## src/hdl/gwl_pkg.sv

```systemverilog
`timescale 1ns / 1ps
`default_nettype none

package gwl_pkg;

    // Grid geometry.
    localparam int CELL_W   = 192;
    localparam int CELL_H   = 192;
    localparam int MAP_COLS = 32;
    localparam int MAP_ROWS = 32;

    // Fixed field widths of an item.
    localparam int COORD_W    = 13;
    localparam int CELL_IDX_W = 5;

    // Walk guard and derived widths.
    localparam int STEP_LIMIT = MAP_COLS + MAP_ROWS;
    localparam int STEP_W     = $clog2(STEP_LIMIT + 1);
    localparam int CELL_MAX   = (CELL_W > CELL_H) ? CELL_W : CELL_H;
    localparam int DX_W       = COORD_W + 1;
    localparam int ADJ_W      = CELL_IDX_W + 1;
    localparam int LAT_W      = $clog2((2 ** CELL_IDX_W) * CELL_MAX + 2 ** COORD_W) + 1;
    localparam int POS_W      = $clog2(2 ** CELL_IDX_W + STEP_LIMIT) + 1;
    localparam int WALK_SPAN  = (2 ** CELL_IDX_W + STEP_LIMIT + 1) * CELL_MAX + 2 ** COORD_W;
    localparam int PROD_W     = $clog2(WALK_SPAN) + COORD_W + 2;

    // Wall store.
    localparam int GRID_DEPTH = MAP_COLS * MAP_ROWS;
    localparam int ADDR_W     = $clog2(GRID_DEPTH);

    // Queue between front and back.
    localparam int QDEPTH = 2;
    localparam int QPTR_W = $clog2(QDEPTH);

    // Item kinds.
    localparam logic KIND_WRITE = 1'b0;
    localparam logic KIND_QUERY = 1'b1;

    typedef enum logic {
        F_IDLE,
        F_HOLD
    } front_state_t;

    typedef enum logic [1:0] {
        B_CLEAR,
        B_IDLE,
        B_WALK
    } back_state_t;

    // One classified item as it travels from front to back.
    typedef struct packed {
        logic                     kind;
        logic [CELL_IDX_W-1:0]    cell_x;
        logic [CELL_IDX_W-1:0]    cell_y;
        logic [CELL_IDX_W-1:0]    end_cell_x;
        logic [CELL_IDX_W-1:0]    end_cell_y;
        logic                     north_bit;
        logic                     west_bit;
        logic                     sx_nz;
        logic                     sx_pos;
        logic                     sy_nz;
        logic                     sy_pos;
        logic signed [PROD_W-1:0] lhs;
        logic signed [PROD_W-1:0] rhs;
        logic signed [PROD_W-1:0] inc_l;
        logic signed [PROD_W-1:0] inc_r;
    } gwl_job_t;

endpackage

`default_nettype wire

```

## src/hdl/gwl_front.sv

```systemverilog
`timescale 1ns / 1ps
`default_nettype none

module gwl_front (
    input  wire logic                            clk,
    input  wire logic                            rst_n,
    input  wire logic                            start,
    input  wire logic                            kind,
    input  wire logic [gwl_pkg::COORD_W-1:0]     start_x,
    input  wire logic [gwl_pkg::COORD_W-1:0]     start_y,
    input  wire logic [gwl_pkg::CELL_IDX_W-1:0]  start_cell_x,
    input  wire logic [gwl_pkg::CELL_IDX_W-1:0]  start_cell_y,
    input  wire logic [gwl_pkg::COORD_W-1:0]     end_x,
    input  wire logic [gwl_pkg::COORD_W-1:0]     end_y,
    input  wire logic [gwl_pkg::CELL_IDX_W-1:0]  end_cell_x,
    input  wire logic [gwl_pkg::CELL_IDX_W-1:0]  end_cell_y,
    input  wire logic                            north_bit,
    input  wire logic                            west_bit,
    input  wire logic                            clearing,
    input  wire logic                            q_full,
    output logic                                 push,
    output gwl_pkg::gwl_job_t                    push_job,
    output logic                                 busy
);
    import gwl_pkg::*;

    front_state_t state_reg, state_next;
    logic         accept;

    logic                     kind_reg;
    logic [CELL_IDX_W-1:0]    cell_x_reg, cell_y_reg, end_cell_x_reg, end_cell_y_reg;
    logic                     north_reg, west_reg;
    logic                     sx_nz_reg, sx_pos_reg, sy_nz_reg, sy_pos_reg;
    logic signed [DX_W-1:0]   dx_reg, dy_reg;
    logic signed [LAT_W-1:0]  lat_dx_reg, lat_dy_reg;
    logic signed [PROD_W-1:0] inc_l_reg, inc_r_reg;

    logic                     sx_pos_in, sy_pos_in;
    logic [ADJ_W-1:0]         adj_x, adj_y;
    logic signed [DX_W-1:0]   dx_in, dy_in;
    logic signed [LAT_W-1:0]  lat_dx_in, lat_dy_in;

    // Direction and distances to the first grid lines the walk will meet.
    always_comb
    begin
        sx_pos_in = end_cell_x > start_cell_x;
        sy_pos_in = end_cell_y > start_cell_y;
        adj_x     = ADJ_W'(start_cell_x) + ADJ_W'(sx_pos_in);
        adj_y     = ADJ_W'(start_cell_y) + ADJ_W'(sy_pos_in);
        dx_in     = DX_W'(end_x) - DX_W'(start_x);
        dy_in     = DX_W'(end_y) - DX_W'(start_y);
        lat_dx_in = LAT_W'(adj_x) * LAT_W'(CELL_W) - LAT_W'(start_x);
        lat_dy_in = LAT_W'(adj_y) * LAT_W'(CELL_H) - LAT_W'(start_y);
    end

    always_comb
    begin
        push       = (state_reg == F_HOLD) && !q_full;
        busy       = clearing || ((state_reg == F_HOLD) && q_full);
        accept     = start && !busy;
        state_next = state_reg;
        unique case (state_reg)
            F_IDLE:
            begin
                if (accept)
                    state_next = F_HOLD;
            end
            F_HOLD:
            begin
                if (!accept && push)
                    state_next = F_IDLE;
            end
            default:
            begin
                state_next = F_IDLE;
            end
        endcase
    end

    always_ff @(posedge clk or negedge rst_n)
    begin
        if (!rst_n)
            state_reg <= F_IDLE;
        else
            state_reg <= state_next;
    end

    always_ff @(posedge clk)
    begin
        if (accept)
        begin
            kind_reg       <= kind;
            cell_x_reg     <= start_cell_x;
            cell_y_reg     <= start_cell_y;
            end_cell_x_reg <= end_cell_x;
            end_cell_y_reg <= end_cell_y;
            north_reg      <= north_bit;
            west_reg       <= west_bit;
            sx_nz_reg      <= end_cell_x != start_cell_x;
            sx_pos_reg     <= sx_pos_in;
            sy_nz_reg      <= end_cell_y != start_cell_y;
            sy_pos_reg     <= sy_pos_in;
            dx_reg         <= dx_in;
            dy_reg         <= dy_in;
            lat_dx_reg     <= lat_dx_in;
            lat_dy_reg     <= lat_dy_in;
            inc_l_reg      <= PROD_W'(dx_in) * PROD_W'(CELL_H);
            inc_r_reg      <= PROD_W'(dy_in) * PROD_W'(CELL_W);
        end
    end

    // The two cross products are formed here and registered by the queue.
    always_comb
    begin
        push_job.kind       = kind_reg;
        push_job.cell_x     = cell_x_reg;
        push_job.cell_y     = cell_y_reg;
        push_job.end_cell_x = end_cell_x_reg;
        push_job.end_cell_y = end_cell_y_reg;
        push_job.north_bit  = north_reg;
        push_job.west_bit   = west_reg;
        push_job.sx_nz      = sx_nz_reg;
        push_job.sx_pos     = sx_pos_reg;
        push_job.sy_nz      = sy_nz_reg;
        push_job.sy_pos     = sy_pos_reg;
        push_job.lhs        = PROD_W'(lat_dy_reg) * PROD_W'(dx_reg);
        push_job.rhs        = PROD_W'(dy_reg) * PROD_W'(lat_dx_reg);
        push_job.inc_l      = inc_l_reg;
        push_job.inc_r      = inc_r_reg;
    end

endmodule

`default_nettype wire

```

## config.mk

```make
export PLATFORM = sky130hd
export DESIGN_NAME = gwl_front
export DESIGN_NICKNAME = d
export VERILOG_FILES = /design/src/hdl/gwl_pkg.sv /design/src/hdl/gwl_front.sv
export SDC_FILE = /design/constraint.sdc
export NUM_CORES = 1
export LEC_CHECK = 0
export ABC_CLOCK_PERIOD_IN_PS = 15200
export BUFFER_PORTS_ARGS = -buffer_cell sky130_fd_sc_hd__buf_2
export CAP_MARGIN = 20
export CORE_MARGIN = 2
export CORE_UTILIZATION = 50
export DETAILED_ROUTE_END_ITERATION = 16
export HOLD_SLACK_MARGIN = 0.15
export PLACE_DENSITY = 0.69
export SKIP_CTS_REPAIR_TIMING = 1
export SYNTH_ARGS = -nofsm -noshare
export SYNTH_HDL_FRONTEND = slang
export SYNTH_SLANG_ARGS = --single-unit
```

## constraint.sdc

```tcl
create_clock -name clk -period 15.2 [get_ports clk]
set_clock_uncertainty 0.1 [all_clocks]
set_input_delay 0.76 -clock clk [delete_from_list [all_inputs] [get_ports clk]]
set_output_delay 0.76 -clock clk [all_outputs]
set_load 0.005 [all_outputs]
```

# [Word-level counts from Yosys, hierarchy flattened]
# Index checks and enable logic that the tools add are counted.
[classes] n_addsub=6 n_mul=6 n_lt_le_gt_ge=2 eq_ne=2 muxes=3 n_bitwise=1 reduce_logical=8
[ops] operator="$mul A14 B3 Y17 const B" count=2
[ops] operator="$sub A14 B13 Y15" count=2
[ops] operator="$mul A14 B15 Y29" count=1
[ops] operator="$mul A15 B14 Y29" count=1
[ops] operator="$sub A13 B13 Y14" count=2
[ops] operator="$mul A6 B2 Y8 const B" count=2
[ops] operator="$add A5 B1 Y6" count=2
[ops] operator="$gt A5 B5 Y1" count=2
[ops] operator="$ne A5 B5 Y1" count=2
[ops] operator="$logic_and A1 B1 Y1" count=4
[ops] operator="$logic_not A1 Y1" count=3
[ops] operator="$mux W1" count=2
[ops] operator="$pmux W1 S2" count=1
[ops] operator="$logic_or A1 B1 Y1" count=1
[ops] operator="$not A1 Y1" count=1
[totals] regBits=134 input_bits=80 output_inout_bits=149 wordCells=46

# [Depth between registers and ports, before layout]
[depth] depth_word=8 mapped_depth=24

# [Worst setup path before layout]
# No wires, ideal clock.
[synth_path] kind="register to output" from="register dy_reg[2]" to="output port push_job[89] (netlist name)" t_arrival_ps=6373 required_ps=14340 setup_slack_ps=7967 path_stages_with_launch=25 path_buffers=2 cell_sequence="edfxtp_1 > clkbuf_1 > and2_1 > fa_1 > inv_1 > fa_1 > inv_1 > fa_1 > inv_1 > fa_1 > inv_1 > fa_1 > inv_1 > fa_1 > inv_1 > ha_1 > a2111oi_2 > o21ai_1 > a21oi_2 > a211oi_1 > o31a_1 > o41ai_4 > mux2i_1 > a2111oi_2 > buf_4"
[synth_lines] element="start, declared" line_no="gwl_front.sv:34" text="logic signed [DX_W-1:0] dx_reg, dy_reg;"
[synth_lines] element="start signal, assigned" line_no="gwl_front.sv:104" text="dy_reg <= dy_in;"
[synth_lines] element="end, declared" line_no="gwl_front.sv:22" text="output gwl_pkg::gwl_job_t push_job,"

==> impl_results.md <==
- Reg2Reg Launch Point: state_reg
- WL per Instance: 17.68 um
- Required time of the critical path: 14.34 ns
- Setup Viol. Count Final: 0
- Tightest Pin Transition: 0.9061 ns
- Final WL: 56.69 mm
- Post-synth EDFFs: 117
- Routability congestion estimate: a little over 0.9
- Share of layout cells above drive strength 1: around 10%
- Initial antenna violation count: 2
- Vias per cell: 5.285
- Seq/Total Area, Yosys: 14.89%
- CTS tree: done
- Initial DRC count: 986
- Final Util: a little over half
- Final Cycle Share: 54.19%
- Fin crit period: 8.237 ns
- IO Count: approximately 230
- Max Freq: 121.4 MHz
- R2R Path End: inc_l_reg[12]
- Hold wc startpoint: state_reg
- Antenna cells: 0
- DP HPWL: 47.26 mm
- Mapped Area: 23,770 sq um
- Max Cap Viol: 0
- Hold Path Class: reg -> reg
- Dominant cell type by area after synthesis: fa_1
- Hold path cells: 1
- Top FF cell, synth: edfxtp_1
- Synth top cells by count: inv_1, fa_1, ha_1, and2_1, nand2_1
- Post-Syn Area per Cell: 9.749 sq um
- Worst slew margin: 39.60%
- Area grow syn2layout: 8.170%
- DRC: 0
- CTS Sinks: between 100 and 150
- Antenna Violating Nets Remaining: 0
- Top sig layer: met5
- CP Data Arrival Time: about 7.4 ns
- Wire length on met3: around 4.2 mm
- CP max stage cell: edfxtp_1
- DR pass1 iterations: 5
- Final Hold Vio Count: 0
- Max incr delay on CP: 0.60 ns
- Vias: 16,950
- CTS Buffer Depth: 2
- Yosys cell types: 55
- Buffers on Ports: between 200 and 250
- Overall fraction of global-route tracks in use: 23.95%
- Yosys warnings: 0
- DR WL met2: around 27 mm
- Worst reg-to-reg path cell count: 3
- Kind of critical path: reg -> out
- Final layout net count: 3,349
- Flop-to-flop setup slack: about 13 ns
- Cell chain of the critical path: and2_1, fa_1, inv_1, fa_1, inv_1, fa_1, inv_1, fa_1, inv_1, fa_1, inv_1, fa_1, inv_1, ha_1, a2111oi_2, o21ai_1, a21oi_2, a211oi_1, o31a_1, o41ai_4, mux2i_1, a2111oi_2, buf_2
- Crit path capture type: primary output
- Root buf cell: clkbuf_16
- Hold Path End: state_reg
- Rows: 79
- Starting Density: 50.84%
- Critical path startpoint category: register
- FFs w/ async S/R, synth: 0.8475%
- Core Area: about 47,000 sq um
- Status: complete, no violations
- Skew-Pair Late Insertion Delay: ~0.41 ns
- Metal1 wirelength: about 24 mm
- Fin. max-slew vios: 0
- Max H-tree Level: 4
- Largest net degree at the start of global routing: around 70
- CTS Buf Count: 17
- RSZ-0062 raised after global routing: no
- Die ar.: 49,300 sq um
- Top-count cell post-synth: inv_1
- Area contributors post-synth: fa_1, edfxtp_1, ha_1
- Number of global-route vias before repair: around 18,000
- Reg clk slew, reported paths: 0.05 ns
- Seq cells post-synth: approximately 120
- Syn Inst Count: 2,438
- Chip Height: 222.0 um
- First-pass GRT wire length: 93.39 mm
- GRT Residual Overflow: 0
- Die X: 222.0 um
- Crit Path Max Fanout: 14
- Area fraction of the dominant cell type after synthesis: 35.37%
- Setup TNS Final: 0 ns
[cell families (layout without fill, tap and decap cells)]
family | after synthesis | in the layout | share of synthesized area (%)
adders and majority gates | 680 | 680 | 49.06
AOI/OAI and AO/OA | 255 | 255 | 7.070
muxes | 2 | 2 | 0.08423
xor gates and xnor gates | 147 | 147 | 5.417
DFF | 118 | 118 | 14.89
buffers and inverters | 629 | 780 | 10.52
other | 1 | 12 | 0.01578
and+or+nand+nor | 606 | 606 | 12.95
[worst max path at each step]
stage                   from           end  slack, ns
3_3_place_gp   lat_dx_reg[7]  push_job[89]       7.54
6_report       lat_dx_reg[7]  push_job[88]       6.96
2_1_floorplan      dy_reg[2]  push_job[89]       7.97
3_5_place_dp   lat_dx_reg[7]  push_job[88]       7.36
5_1_grt        lat_dx_reg[7]  push_job[88]       6.61
4_1_cts        lat_dx_reg[7]  push_job[88]       6.94
[per-layer routing]
| layer | up-vias | track usage (%) |
|---|---|---|
| li1 | 7810 | - |
| met1 | 8523 | 30.52 |
| met2 | 509 | 40.35 |
| met3 | 104 | 5.367 |
| met4 | 4 | 8.108 |
| met5 | - | 0 |
[worst max-delay path, delay by kind of cell, from the launching register on]
kind / cells / cell delay, ns
DFF: 1 / 0.60
AOI/OAI and AO/OA: 7 / 2.10
adders and majority gates: 7 / 3.36
and+or+nand+nor: 1 / 0.28
buffers and inverters: 7 / 0.48
muxes: 1 / 0.14
[area by class of cell]
class,count,area [sq um]
sequential,118,3538
multi-input combinational,1702,17770
timing repair buffer,218,1099
fill,4245,21040
clock inverter,12,113.9
inverter,532,1997
tap,607,759.5
clock buffer,18,429.2
[layout by cell type, fill, tap and decap left out, types with 12 or more instances in the layout]
cell	netlist	routed
ha_1	260	260
a21o_1	43	43
nor2_1	66	66
a211oi_1	13	13
nand2_1	203	203
nor2b_1	14	14
conb_1	1	12
a21oi_1	86	86
nand3_1	22	22
edfxtp_1	117	117
fa_1	420	420
nand2b_1	15	15
nor3_1	18	18
clkbuf_16	0	17
xnor2_1	118	118
o21bai_1	21	21
and2_1	229	228
o21ai_0	32	32
inv_1	532	532
and3_1	14	14
buf_2	0	216
xor2_1	29	29
[stage by stage]
step	hold WS (ns)	area (sq um)	setup slack, ns	instances
6_report	0.4139	25710	6.963	3207
3_3_place_gp	0.3787	25160	7.538	3176
4_1_cts	-0.006635	25700	6.941	3206
5_1_grt	0.4014	25710	6.608	3207
3_5_place_dp	0.3929	25160	7.359	3176
2_1_floorplan	0.3644	23810	7.967	2449
Power is not shown: default switching activity piles up to over one toggle a cycle in this logic, so the estimate is an artifact.
