<file path="src/hdl/gwl_pkg.sv">
`timescale 1ns / 1ps
`default_nettype none

package gwl_pkg;

    // Grid geometry.
    localparam int CELL_W   = 192;
    localparam int CELL_H   = 192;
    localparam int MAP_COLS = 32;
    localparam int MAP_ROWS = 32;

    // Fixed field widths of an item.
    localparam int COORD_W    = 13;
    localparam int CELL_IDX_W = 5;

    // Walk guard and derived widths.
    localparam int STEP_LIMIT = MAP_COLS + MAP_ROWS;
    localparam int STEP_W     = $clog2(STEP_LIMIT + 1);
    localparam int CELL_MAX   = (CELL_W > CELL_H) ? CELL_W : CELL_H;
    localparam int DX_W       = COORD_W + 1;
    localparam int ADJ_W      = CELL_IDX_W + 1;
    localparam int LAT_W      = $clog2((2 ** CELL_IDX_W) * CELL_MAX + 2 ** COORD_W) + 1;
    localparam int POS_W      = $clog2(2 ** CELL_IDX_W + STEP_LIMIT) + 1;
    localparam int WALK_SPAN  = (2 ** CELL_IDX_W + STEP_LIMIT + 1) * CELL_MAX + 2 ** COORD_W;
    localparam int PROD_W     = $clog2(WALK_SPAN) + COORD_W + 2;

    // Wall store.
    localparam int GRID_DEPTH = MAP_COLS * MAP_ROWS;
    localparam int ADDR_W     = $clog2(GRID_DEPTH);

    // Queue between front and back.
    localparam int QDEPTH = 2;
    localparam int QPTR_W = $clog2(QDEPTH);

    // Item kinds.
    localparam logic KIND_WRITE = 1'b0;
    localparam logic KIND_QUERY = 1'b1;

    typedef enum logic {
        F_IDLE,
        F_HOLD
    } front_state_t;

    typedef enum logic [1:0] {
        B_CLEAR,
        B_IDLE,
        B_WALK
    } back_state_t;

    // One classified item as it travels from front to back.
    typedef struct packed {
        logic                     kind;
        logic [CELL_IDX_W-1:0]    cell_x;
        logic [CELL_IDX_W-1:0]    cell_y;
        logic [CELL_IDX_W-1:0]    end_cell_x;
        logic [CELL_IDX_W-1:0]    end_cell_y;
        logic                     north_bit;
        logic                     west_bit;
        logic                     sx_nz;
        logic                     sx_pos;
        logic                     sy_nz;
        logic                     sy_pos;
        logic signed [PROD_W-1:0] lhs;
        logic signed [PROD_W-1:0] rhs;
        logic signed [PROD_W-1:0] inc_l;
        logic signed [PROD_W-1:0] inc_r;
    } gwl_job_t;

endpackage

`default_nettype wire

</file>
<file path="src/hdl/gwl_queue.sv">
`timescale 1ns / 1ps
`default_nettype none

module gwl_queue (
    input  wire logic               clk,
    input  wire logic               rst_n,
    input  wire logic               push,
    input  wire gwl_pkg::gwl_job_t  push_job,
    output logic                    full,
    input  wire logic               pop,
    output gwl_pkg::gwl_job_t       head,
    output logic                    empty
);
    import gwl_pkg::*;

    gwl_job_t          entry_reg [QDEPTH];
    logic [QPTR_W-1:0] wr_ptr_reg, rd_ptr_reg;
    logic [QPTR_W:0]   count_reg;

    always_comb
    begin
        full  = count_reg == (QPTR_W + 1)'(QDEPTH);
        empty = count_reg == '0;
        head  = entry_reg[rd_ptr_reg];
    end

    always_ff @(posedge clk or negedge rst_n)
    begin
        if (!rst_n)
        begin
            wr_ptr_reg <= '0;
            rd_ptr_reg <= '0;
            count_reg  <= '0;
        end
        else
        begin
            if (push)
                wr_ptr_reg <= wr_ptr_reg + QPTR_W'(1);
            if (pop)
                rd_ptr_reg <= rd_ptr_reg + QPTR_W'(1);
            if (push && !pop)
                count_reg <= count_reg + (QPTR_W + 1)'(1);
            else if (pop && !push)
                count_reg <= count_reg - (QPTR_W + 1)'(1);
        end
    end

    always_ff @(posedge clk)
    begin
        if (push)
            entry_reg[wr_ptr_reg] <= push_job;
    end

endmodule

`default_nettype wire

</file>
<file path="config.mk">
export PLATFORM = sky130hd
export DESIGN_NAME = gwl_queue
export DESIGN_NICKNAME = d
export VERILOG_FILES = /design/src/hdl/gwl_pkg.sv /design/src/hdl/gwl_queue.sv
export SDC_FILE = /design/constraint.sdc
export NUM_CORES = 1
export LEC_CHECK = 0
export ABC_CLOCK_PERIOD_IN_PS = 9200
export BUFFER_PORTS_ARGS = -buffer_cell sky130_fd_sc_hd__buf_2
export CAP_MARGIN = 20
export CELL_PAD_IN_SITES_DETAIL_PLACEMENT = 0
export CELL_PAD_IN_SITES_GLOBAL_PLACEMENT = 1
export CORE_ASPECT_RATIO = 1.75
export CORE_UTILIZATION = 44
export DETAILED_ROUTE_END_ITERATION = 16
export PLACE_DENSITY_LB_ADDON = 0.1
export SYNTH_ARGS = -nofsm -noshare
export SYNTH_HDL_FRONTEND = slang
export SYNTH_SLANG_ARGS = --single-unit
export TNS_END_PERCENT = 5
</file>
<file path="constraint.sdc">
create_clock -name clk -period 9.2 [get_ports clk]
set_input_delay 1.38 -clock clk [delete_from_list [all_inputs] [get_ports clk]]
set_output_delay 1.38 -clock clk [all_outputs]
set_load 0.02 [all_outputs]
</file>
### Yosys cells after proc, flatten, opt, wreduce, memory -nomap -nowiden

Memories as Yosys holds them, arrays and structs flattened.
Cells that the tools add are included.

* bits in registers: 4
* output and inout port bits: 149
* RAM bits: 294
* latch bits: 0
* word-level logic and storage cells: 19
* memory bits (read-only): 0
* memories: 1

Memories
* entry_reg: depth 2, width 147, read ports 1, clocked after memory_dff 0, wr ports 1, line gwl_queue.sv:16 `gwl_job_t entry_reg [QDEPTH];`

* add/subtract/negate cells: 4
* bitwise gates (word level): 0
* mux-type cells: 4
* shift operators: 0
* div/mod/pow operators: 0
* reductions and logical operators: 6
* equal/unequal tests: 1
* order comparisons: 0
* multipliers: 0

Operators by type and width (count)
* 2-bit two-way mux: 2
* 1-bit adder, second input constant: 2
* 2-bit by 1-bit adder with 2-bit output, second input constant: 1
* 2-bit == test, second input constant: 1
* 1-bit logical AND: 2
* 1-bit logical NOT: 2
* 2-bit logical NOT: 1
* 1-bit two-way mux: 2
* 2-bit nonzero test: 1
* 2-bit by 1-bit subtractor with 2-bit output, second input constant: 1

### Logic depth before layout (Yosys ltp)

Gate-level depths: netlist of the first run.

* word-level depth: 4
* depth in mapped cells: 5
* gate-level depth less buffers: 5

### Worst setup path before layout of the first run

OpenSTA, ideal clock, no wires.

* path type: input to register
* from: in push
* to: mem entry_reg[0][0] in the netlist's numbering (enable)
* stages: 1
* data required time: 8.527 ns
* library setup time: 0.673 ns
* arrival time: 7.740 ns
* setup slack: 0.787 ns
* cells stage by stage: nor2b_1

* word-level cells in the longest chain between the ends: 2

Ends and longest elaborated chain
* start: declaration: line gwl_queue.sv:7 `input wire logic push,`
* 1-bit two-way mux: line gwl_queue.sv:50 `if (push)`
* 1-bit two-way mux (not written as such): line gwl_queue.sv:51 `entry_reg[wr_ptr_reg] <= push_job;`
* end: declaration: line gwl_queue.sv:16

No other way between the ends.

==> results of run 1 <==
[cells by family after synthesis]
logic type | after synthesis | synth area share [%]
and+or+nand+nor | 5 | 0.2427
xor gates and xnor gates | 5 | 0.4043
adders and majority gates | 1 | 0.1155
muxes | 147 | 15.28
DFF | 298 | 82.44
buffers and inverters | 17 | 1.513
[per-stage QoR]
stage / power (W) / hold slack, ns / area [µm²] / std cells
6_report: 0.004246 / 0.5123 / 13420 / 1123
5_1_grt: 0.004443 / 0.5244 / 13420 / 1123
4_1_cts: 0.004312 / 0.5090 / 13390 / 1115
3_5_place_dp: 0.003285 / 0.4965 / 12600 / 1068
3_3_place_gp: 0.003259 / 0.4761 / 12600 / 1068
2_1_floorplan: 0.002916 / 0.4555 / 10830 / 473
[cell usage in the layout (no fill, tap or decap), drive strengths merged, types with 2 or more instances in the layout]
cell,count
diode,7
mux2,147
dfrtp,4
clkbuf,32
xor2,4
clkinv,13
buf,304
edfxtp,294
nor2,2
nor2b,2
[power by group]
| group | total (W) | switching (W) | internal, W |
|---|---|---|---|
| registers | 0.00193 | 0.000127 | 0.00180 |
| clock network | 0.00102 | 0.000454 | 0.000562 |
| logic | 0.00130 | 0.000778 | 0.000520 |
| total | 0.00425 | 0.00136 | 0.00289 |
[final timing paths]
path | from | end | cells after the start
max in group asynchronous | rst_n | rd_ptr_reg | 1
worst min register to register | count_reg[1] | count_reg[1] | 1
min in group asynchronous | rst_n | wr_ptr_reg | 1
worst max-delay path | rd_ptr_reg | head[98] | 3
worst max register to register | wr_ptr_reg | entry_reg[1][127] | 3
worst min-delay path | count_reg[1] | count_reg[1] | 1
[per-layer routing]
metal / vias to the layer above / GRT usage, % / part of all wire (%)
met5: - / 0 / 0.059
met3: 35 / 4.266 / 7.0
li1: 2528 / - / -
met4: 2 / 9.238 / 3.1
met1: 2706 / 16.99 / 32
met2: 209 / 32.76 / 57
[worst reg2reg max path, cell delays in order, from the launching register on]
cell and delay, ns:
dfrtp_1 0.42, and2_4 0.79, buf_4 0.68, buf_12 0.32
[final cells by class]
class / instances / area share (%)
clock inverter: 15 / 0.7084
multi-input combinational: 158 / 13.02
sequential: 298 / 66.55
tap: 308 / 2.871
timing repair buffer: 304 / 11.52
clock buffer: 32 / 5.173
inverter: 1 / 0.02796
antenna: 7 / 0.1305
==> reports/qor.csv, run 1 <==
stage,metric,value,unit
route,Avg WL per Cell,19.55,µm
logic_synthesis,post-synth top area share,81.52,%
route,First-pass DRT Iterations,6,
critical_path,Setup Crit Path Kind,reg2out,
logic_synthesis,Mapped Nets,625,
logic_synthesis,synthesized area,10830,µm²
critical_path,critical path launch point type,flip-flop,
floorplanning,num ports,300,
logic_synthesis,Post-synth top flop,edfxtp_1,
grt,Total GRT Usage,17.35,%
floorplanning,row cnt,75,
logic_synthesis,largest area contributor in the netlist,edfxtp_1,
sta,post-route setup TNS,0,ns
sta,Worst slew margin,27.43,%
sta,crit path time final,4.535,ns
floorplanning,core area,24020,µm²
logic_synthesis,number of synthesized flops with an enable pin,294,
logic_synthesis,Mapped Cells,473,
sta,Slew @ Worst Pin,1.088,ns
logic_synthesis,"Warnings, synthesis",0,
cells_and_area,synth-to-layout area growth,23.94,%
floorplanning,Die Y,209.5,µm
logic_synthesis,post-synthesis sequential area ratio,82.44,%
power_and_ir_drop,Leak,5.029,nW
logic_synthesis,post-synthesis async set-or-reset flop share,1.342,%
logic_synthesis,syn_area_per_cell,22.90,µm²
clock_tree,hold buffer count at CTS,0,
route,Remaining DRCs,0,
critical_path,cells along the critical path,buf_4 -> mux2_2 -> buf_2,
cells_and_area,fillers,1948,
cells_and_area,nets@finish,941,
clock_tree,clk_lat worst skew,0.53,ns
clock_tree,root buf cell,clkbuf_16,
grt,global-route wire length before repair,33060,µm
logic_synthesis,most frequent cell after synthesis,edfxtp_1,
clock_tree,Max Root-Sink Buffers,3,
place,gpl congestion,0.7305,
cells_and_area,share of cells above drive strength 1,60.64,%
critical_path,Max stage delay on crit path,1.10,ns
critical_path,CP required,7.82,ns
critical_path,R2R setup slack,6.65,ns
critical_path,CP bufs+invs,2,
sta,RSZ-0062 raised after global routing,no,
critical_path,Worst Setup End Kind,output pin,
cells_and_area,"Core Util, Final",55.88,%
cells_and_area,Reg area,8932,µm²
run_status,outcome,"complete, no violations",
critical_path,arrival time worst endpoint,3.16,ns
cells_and_area,area of the multi-input gates,1748,µm²
logic_synthesis,Yosys reg bits,298,
critical_path,critical path's top delay family,flip-flops,
min_path,Hold Crit Class,reg2reg,
sta,# setup viols final,0,
clock_tree,TritonCTS buffer count,26,
power_and_ir_drop,Peak VDD IR,0.1908,mV
logic_synthesis,synth top area cells,"edfxtp_1 (82%), mux2_2 (15%), buf_6 (1.2%)",
route,DR iter-0 viols,298,
floorplanning,die area,25270,µm²
logic_synthesis,Commonest cells post-synth,"edfxtp_1 (294), mux2_2 (147), buf_6 (12)",
floorplanning,starting density of the core,45.08,%
floorplanning,die width,120.6,µm
route,Routed WL,21960,µm
clock_tree,CTS tree,yes,
clock_tree,# Post-CTS Setup Buffers,0,
grt,vias in the first global route,6166,
grt,GR Overflow Total,0,
sta,final critical-path share of the clock period,49.29,%
sta,fmax,0.2205,GHz
power_and_ir_drop,PD cells,316.3,nW/µm²
sta,Setup Skew,0.005046,ns
place,Port Buffers,299,
sta,pins over their slew limit,0,
cells_and_area,number of flip-flops under the largest register name,294,
route,drt via density,4.880,
critical_path,Critical-path top delay cell,dfrtp_4,
place,pre-CTS setup slack,5.118,ns
clock_tree,H-tree levels,1,
route,routed vias,5480,
place,Post-DP HPWL,14750,µm
job,max-cap violation count,0,
sta,final-report hold violation count,0,
sta,worst setup margin,4.665,ns
logic_synthesis,post-synth cell types,13,
clock_tree,CTS resizes,0,
clock_tree,clock sinks,298,
critical_path,crit path max fanout,76,
grt,largest net degree at the start of global routing,82,
grt,initial antenna violation count,8,
route,"antenna viol nets, final",0,
clock_tree,clock-pin transition on the worst setup and hold timing paths,0.06,ns
No activity file was read; power rests on OpenSTA's default activity.
==> inputs of run 2 (changes only) <==
--- a/config.mk
+++ b/config.mk
@@ -5,13 +5,13 @@
 export SDC_FILE = /design/constraint.sdc
 export NUM_CORES = 1
 export LEC_CHECK = 0
-export ABC_CLOCK_PERIOD_IN_PS = 9200
+export ABC_CLOCK_PERIOD_IN_PS = 4150
 export BUFFER_PORTS_ARGS = -buffer_cell sky130_fd_sc_hd__buf_2
 export CAP_MARGIN = 20
 export CELL_PAD_IN_SITES_DETAIL_PLACEMENT = 0
 export CELL_PAD_IN_SITES_GLOBAL_PLACEMENT = 1
 export CORE_ASPECT_RATIO = 1.75
-export CORE_UTILIZATION = 44
+export CORE_UTILIZATION = 40
 export DETAILED_ROUTE_END_ITERATION = 16
 export PLACE_DENSITY_LB_ADDON = 0.1
 export SYNTH_ARGS = -nofsm -noshare
==> constraint.sdc (replaced) <==
create_clock -name clk -period 4.15 [get_ports clk]
set_input_delay 0.6225 -clock clk [delete_from_list [all_inputs] [get_ports clk]]
set_output_delay 0.6225 -clock clk [all_outputs]
set_load 0.02 [all_outputs]
==> run 2 against run 1 <==
Against the previous run:
- die area increased by 9.9%
- routed wire length increased by 0.20%
- clock skew about the same
- worst hold slack got worse by 0.24 ns
- critical path depth unchanged
- non-clock buffer count unchanged
- register-to-register slack got worse by 4.5 ns
- cell area increased by 2.0%
- largest cell class unchanged
==> reports/qor.csv, run 2 (synthesis gave the netlist of run 1 again) <==
stage,metric,value,unit,change
critical_path,Worst Setup End Kind,output pin,,unchanged
grt,GR Overflow Total,0,,unchanged
sta,Slew @ Worst Pin,0.9589,ns,was 1.088 ns
critical_path,critical path launch point type,flip-flop,,unchanged
clock_tree,TritonCTS buffer count,28,,was 26
clock_tree,H-tree levels,1,,unchanged
grt,largest net degree at the start of global routing,148,,was 82
critical_path,Setup Crit Path Kind,reg2out,,unchanged
sta,pins over their slew limit,0,,unchanged
critical_path,CP required,3.53,ns,was 7.82 ns
power_and_ir_drop,Leak,5.138,nW,was 5.029 nW
route,DR iter-0 viols,209,,was 298
sta,final-report hold violation count,0,,unchanged
sta,crit path time final,3.072,ns,
critical_path,crit path max fanout,79,,was 76
floorplanning,Die Y,219.7,µm,was 209.5 µm
cells_and_area,number of flip-flops under the largest register name,294,,unchanged
grt,vias in the first global route,5843,,was 6166
route,"antenna viol nets, final",0,,unchanged
run_status,outcome,"complete, no violations",,unchanged
min_path,Hold Crit Class,in2reg,,was reg2reg
floorplanning,die width,126.4,µm,was 120.6 µm
grt,Total GRT Usage,15.32,%,was 17.35%
cells_and_area,synth-to-layout area growth,26.40,%,was 23.94%
clock_tree,clk_lat worst skew,0.54,ns,was 0.53 ns
place,placed cell count,1084,,was 1068
sta,Setup Skew,0.004807,ns,was 0.005046 ns
sta,worst setup margin,1.078,ns,was 4.665 ns
critical_path,Critical-path top delay cell,dfrtp_4,,unchanged
clock_tree,CTS tree,yes,,unchanged
route,drt via density,4.811,,was 4.880
floorplanning,row cnt,79,,was 75
critical_path,Max stage delay on crit path,0.83,ns,was 1.10 ns
clock_tree,clock sinks,298,,unchanged
clock_tree,# Post-CTS Setup Buffers,0,,unchanged
route,Avg WL per Cell,19.30,µm,was 19.55 µm
grt,initial antenna violation count,7,,was 8
route,routed vias,5484,,was 5480
min_path,hold_sp,push_job[0],,was count_reg[1]
critical_path,arrival time worst endpoint,2.45,ns,was 3.16 ns
clock_tree,clock-pin transition on the worst setup and hold timing paths,0.07,ns,was 0.06 ns
power_and_ir_drop,Pwr Total,0.009973,W,was 0.004246 W
sta,RSZ-0062 raised after global routing,no,,unchanged
critical_path,origin of the worst setup path,rd_ptr_reg,,unchanged
cells_and_area,share of cells above drive strength 1,61.25,%,was 60.64%
sta,Worst slew margin,36.07,%,was 27.43%
critical_path,worst r2r src,wr_ptr_reg,,unchanged
critical_path,cells along the critical path,buf_12 -> mux2_2 -> buf_2,,was buf_4 -> mux2_2 -> buf_2
place,pre-CTS setup slack,1.625,ns,was 5.118 ns
floorplanning,die area,27760,µm²,was 25270 µm²
place,gpl congestion,0.6994,,was 0.7305
sta,fmax,0.3255,GHz,
route,Routed WL,22000,µm,was 21960 µm
sta,# setup viols final,0,,unchanged
cells_and_area,most frequent cells in the layout,"buf_2 (299), edfxtp_1 (294), mux2_2 (147)",,unchanged
route,First-pass DRT Iterations,6,,unchanged
sta,hold slack,0.2674,ns,was 0.5123 ns
clock_tree,Max Root-Sink Buffers,3,,unchanged
cells_and_area,Non-Filler Instances,1140,,was 1123
place,Port Buffers,299,,unchanged
grt,global-route wire length before repair,31890,µm,was 33060 µm
power_and_ir_drop,PD cells,728.5,nW/µm²,was 316.3 nW/µm²
sta,final critical-path share of the clock period,74.03,%,
clock_tree,CTS resizes,0,,unchanged
clock_tree,root buf cell,clkbuf_16,,unchanged
place,Post-DP HPWL,14040,µm,was 14750 µm
job,max-cap violation count,0,,unchanged
floorplanning,num ports,300,,unchanged
floorplanning,starting density of the core,40.73,%,was 45.08%
power_and_ir_drop,Peak VDD IR,0.4177,mV,was 0.1908 mV
route,Remaining DRCs,0,,unchanged
cells_and_area,"most common cell after layout, fill and taps aside",buf_2,,unchanged
cells_and_area,nets@finish,943,,was 941
floorplanning,core area,26590,µm²,was 24020 µm²
==> run 2: changes by cell type in the layout (fill, tap and decap cells not counted), sizes merged <==
cell	previous run	this run
clkinvlp	1	3
diode	7	3
clkbuf	32	31
inv	1	2
clkinv	13	10
buf	304	303
bufinv	1	7
dlygate4sd3	0	1
==> run 2: layer usage <==
layer	vias up	routed length, µm	track usage (%)
li1	2524	-	-
met1	2728	7679	15.82
met2	188	12160	28.53
met3	36	1657	4.758
met4	8	459	5.984
met5	-	44	0.7353
==> run 2: worst paths after layout <==
check	end	slack [ns]	cells past startpoint
setup reg to reg	entry_reg[1][79]	2.20	2
setup / recovery	head[52]	1.08	3
min in group asynchronous	count_reg[1]	0.44	2
max in group asynchronous	rd_ptr_reg	3.58	2
hold / removal	entry_reg[1][0]	0.27	1
hold reg to reg	count_reg[1]	0.50	1
==> run 2: stage by stage <==
| step | setup TNS, ns | utilization [%] | cell area, µm² |
|---|---|---|---|
| after global placement | 0 | 47.59 | 12650 |
| after global routing | 0 | 51.48 | 13690 |
| after floorplan | -49.15 | - | 10840 |
| after detailed placement | 0 | 47.59 | 12650 |
| after CTS | 0 | 51.46 | 13680 |
| final | 0 | 51.48 | 13690 |
==> run 2: timing repair <==
item	in CTS	in global routing
hold buffers	1	0
endpoints found under the hold margin	4	0
endpoints found under the setup margin	0	0
==> run 2: area by class of cell <==
class                      count  area (µm²)
clock buffer                  31       733.2
multi-input combinational    158        1748
inverter                       1       3.754
clock inverter                21       285.3
fill                        2211       12900
sequential                   298        8932
timing repair buffer         304        1574
tap                          324       405.4
antenna                        3       7.507
==> run 2: power by group <==
part           switching, W  total [W]  internal (W)
registers          0.000206    0.00420       0.00400
clock network       0.00108    0.00279       0.00171
logic               0.00182    0.00298       0.00116
total               0.00311    0.00997       0.00687
==> run 2: worst max-delay path: cells and delay by family (launching register included) <==
family | cells | cell delay (ns)
flip-flops | 1 | 0.83
buffers and inverters | 2 | 0.58
multiplexers | 1 | 0.40
